**src/sv/selt_ram.sv**
```systemverilog
module selt_ram #(
  parameter int unsigned WIDTH = 8,
  parameter int unsigned DEPTH = 16
) (
  input  logic                     clk_i,
  input  logic                     we_i,
  input  logic [$clog2(DEPTH)-1:0] waddr_i,
  input  logic [WIDTH-1:0]         wdata_i,
  input  logic [$clog2(DEPTH)-1:0] raddr_i,
  output logic [WIDTH-1:0]         rdata_o
);

  logic [WIDTH-1:0] mem_q [DEPTH];

  always_ff @(posedge clk_i) begin
    if (we_i) begin
      mem_q[waddr_i] <= wdata_i;
    end
    rdata_o <= mem_q[raddr_i];
  end

endmodule

```
**config.mk**
```make
export PLATFORM = sky130hd
export DESIGN_NAME = selt_ram
export DESIGN_NICKNAME = d
export VERILOG_FILES = /design/src/sv/selt_ram.sv
export SDC_FILE = /design/constraint.sdc
export NUM_CORES = 1
export LEC_CHECK = 0
export ABC_AREA = 1
export BUFFER_PORTS_ARGS = -buffer_cell sky130_fd_sc_hd__buf_2
export CAP_MARGIN = 20
export CORE_MARGIN = 2
export CORE_UTILIZATION = 55
export DETAILED_ROUTE_END_ITERATION = 6
export PLACE_DENSITY_LB_ADDON = 0.15
export SYNTH_ARGS = -nofsm -noshare
export SYNTH_HDL_FRONTEND = slang
export SYNTH_SLANG_ARGS = --single-unit
```
**constraint.sdc**
```tcl
create_clock -name clk_i -period 1.37 [get_ports clk_i]
set_input_delay 0.0685 -clock clk_i [delete_from_list [all_inputs] [get_ports clk_i]]
set_output_delay 0.0685 -clock clk_i [all_outputs]
set_load 0.01 [all_outputs]
```
==> impl_metrics.yaml <==
run_status:
  outcome: "completed"
worst_setup_path:
  required_ns: 1.30
  crit_path_max_incr_delay_ns: 0.38
  crit_buf_inv: 1
  end_kind: "primary output"
  cp_slowest_cell: "dfxtp_1"
  cp.arrival_ns: 1.06
  crit_type: "register to primary output"
  path_cells: "buf_2"
  critPathLaunchType: "register"
  ff2ff_setup_slack_ns: 0.38
  path_max_fanout: 1
  crit_family: "flip-flops"
timing:
  finalCritPeriodShare_pct: 82.3
  layout_min_cycle_time_ns: 1.13
  postLayoutSetupSlackWorst_ns: 0.242
  slew_violations: 0
  tns_ns: 0
  worst_hold_slack_ns: 0.0634
  rsz0062_at_grt: "no"
  fin_skew_ns: 0.00456
  timing.final.hold_violations: 0
  fmax_mhz: 887
  worstMarginPinSlew_ns: 0.408
  maxSlewHeadroom_pct: 72.8
  setup_viol: 0
cts:
  cts_tree: "yes"
  ctsLongestPathBuffers: 2
  clock_sinks: 136
  cts_buffers: 17
  cts_root_buffer: "clkbuf_8"
  path_clk_slew_ns: 0.06
  htreeDepth: 4
  clk_latency_ns: 0.52
global_route:
  grt_max_degree: 65
  first_global_vias: 3791
  track_usage_pct: 24.7
  overflow: 0
  grt_antenna_before_repair: 0
  grt_pass1_wl_um: 20300
finish:
  instances_no_fill: 753
  num-fill-cells: 786
  seq_area_um2: 4000
  syn_to_final_growth_pct: 18.8
  num-nets-final: 622
  diodes: 0
  drive_gt1_share_pct: 13.1
  multiInputGateArea_um2: 1210
die:
  die_y_um: 106
  initial_utilization_pct: 56.4
  ios: 26
  dieWidth_um: 106
  dieArea_um2: 11300
  core_um2: 10200
  rows: 37
yosys:
  ys_ff_latch: 136
  syn-num-nets: 569
  muxShareOfSynthArea_pct: 0
  synth_area_leader_cell: "edfxtp_1"
  synth_edf_count: 128
  synth-async-reset-ratio_pct: 0
  synth_simple_gate_area_share_pct: 21.0
  synth_cells: 551
  synth_area_leaders: "edfxtp_1 67%, nand2_1 11%, nand3_1 8.4%, inv_1 6.5%, dfxtp_1 2.8%"
  syn_area_um2: 5770
  synthMostInstantiatedCell: "nand2_1"
  synth_common_cells: "173 x nand2_1, 128 x edfxtp_1, 100 x inv_1, 97 x nand3_1, 17 x nor2_1"
  synth_top_area_share_pct: 66.7
  synth_compound_area_share_pct: 0
  synth_flop_cell: "edfxtp_1"
  synth_cell_types: 12
  synth_top_family_by_area: "simple AND/OR/NAND/NOR gates"
  ys_seq_area_share_pct: 69.4
  avgSynthCellArea_um2: 10.5
  yosysWarnings: 0
  synthAdderAreaFrac_pct: 0
  synth_xor_area_share_pct: 0
power_and_ir_drop:
  finalPower_mw: 10.1
  p_leak_nw: 2.99
  p_per_area_nw_per_um2: 1470
  max-vdd-ir-drop_uv: 1010
placed_design:
  placedCellCount: 712
  port_buffers: 25
  dpl.hpwl_um: 7640
  gp_congestion: 0.781
  post-place-ws_ns: 0.239
route:
  drtAntennaViolNets: 0
  num_vias: 3919
  first_pass_iters: 5
  vias_per_cell: 5.20
  drc_errors: 0
  dr.first_iter.drc_count: 271
  wl_per_cell_um: 17.1
  wl_um: 12900
run:
  maxCapViolations: 0
worst_hold_path:
  hold_class: "primary input to register"
## worst paths after layout
check | from | endpoint | cells after the start
setup / recovery | rdata_o[4]$_DFF_P_ | rdata_o[4] | 1
hold reg to reg | mem_q[5][5]$_DFFE_PP_ | rdata_o[5]$_DFF_P_ | 6
setup reg to reg | mem_q[9][6]$_DFFE_PP_ | rdata_o[6]$_DFF_P_ | 6
hold / removal | we_i | mem_q[2][6]$_DFFE_PP_ | 3
## registers in the layout (all words and copies together), names as in the netlist
name and flops:
mem_q 128, rdata_o 8
## routing by layer
layer / routed length (um) / share of wire (%) / track usage (%)
met1: 5720 / 45 / 34.6
met2: 6060 / 47 / 38.6
met3: 849 / 6.6 / 5.95
met4: 223 / 1.7 / 7.61
met5: 0 / 0 / 0
## cells by family (layout without fill, tap and decap cells)
logic type    count (synthesis)  after routing
simple gates                289            289
flops                       136            136
buf+inv                     126            192
## power by group
group / leakage (nW) / internal (mW) / switching, mW / total, mW
Combinational: 1.47 / 0.200 / 0.415 / 0.615
Sequential: 1.22 / 4.65 / 0.0301 / 4.68
Clock: 0.294 / 3.17 / 1.62 / 4.79
Total: 2.99 / 8.02 / 2.07 / 10.1
## final cells by class
cell class | instances | share of cell area, %
Sequential cell | 136 | 58.5
Multi-Input combinational cell | 289 | 17.7
Timing Repair Buffer | 58 | 6.50
Clock buffer | 19 | 6.30
Inverter | 102 | 5.59
Clock inverter | 13 | 2.94
Tap cell | 136 | 2.48
## layout by cell type (no fill, tap or decap)
master	count
nand2_1	173
edfxtp_1	128
inv_1	100
nand3_1	97
buf_2	25
buf_4	20
nor2_1	17
clkbuf_16	16
dlygate4sd3_1	9
dfxtp_1	8
bufinv_16	5
clkinvlp_4	5
buf_12	4
inv_2	2
nand3b_1	2
clkbuf_8	2
clkinv_2	2
clkinv_1	1
clkbuf_1	1
## through the flow
stage               util, %  cell area, um2
finish                 66.9            6850
CTS                    66.9            6850
global placement       59.9            6130
global route           66.9            6850
floorplan                 -            5770
detailed placement     59.9            6130
## timing repair
action | CTS | global route
setup buffers | 0 | 0
resized for setup | 0 | 0
endpoints found under the hold margin | 126 | 0
hold buffers | 9 | 0
(Power assumes the default switching activity.)
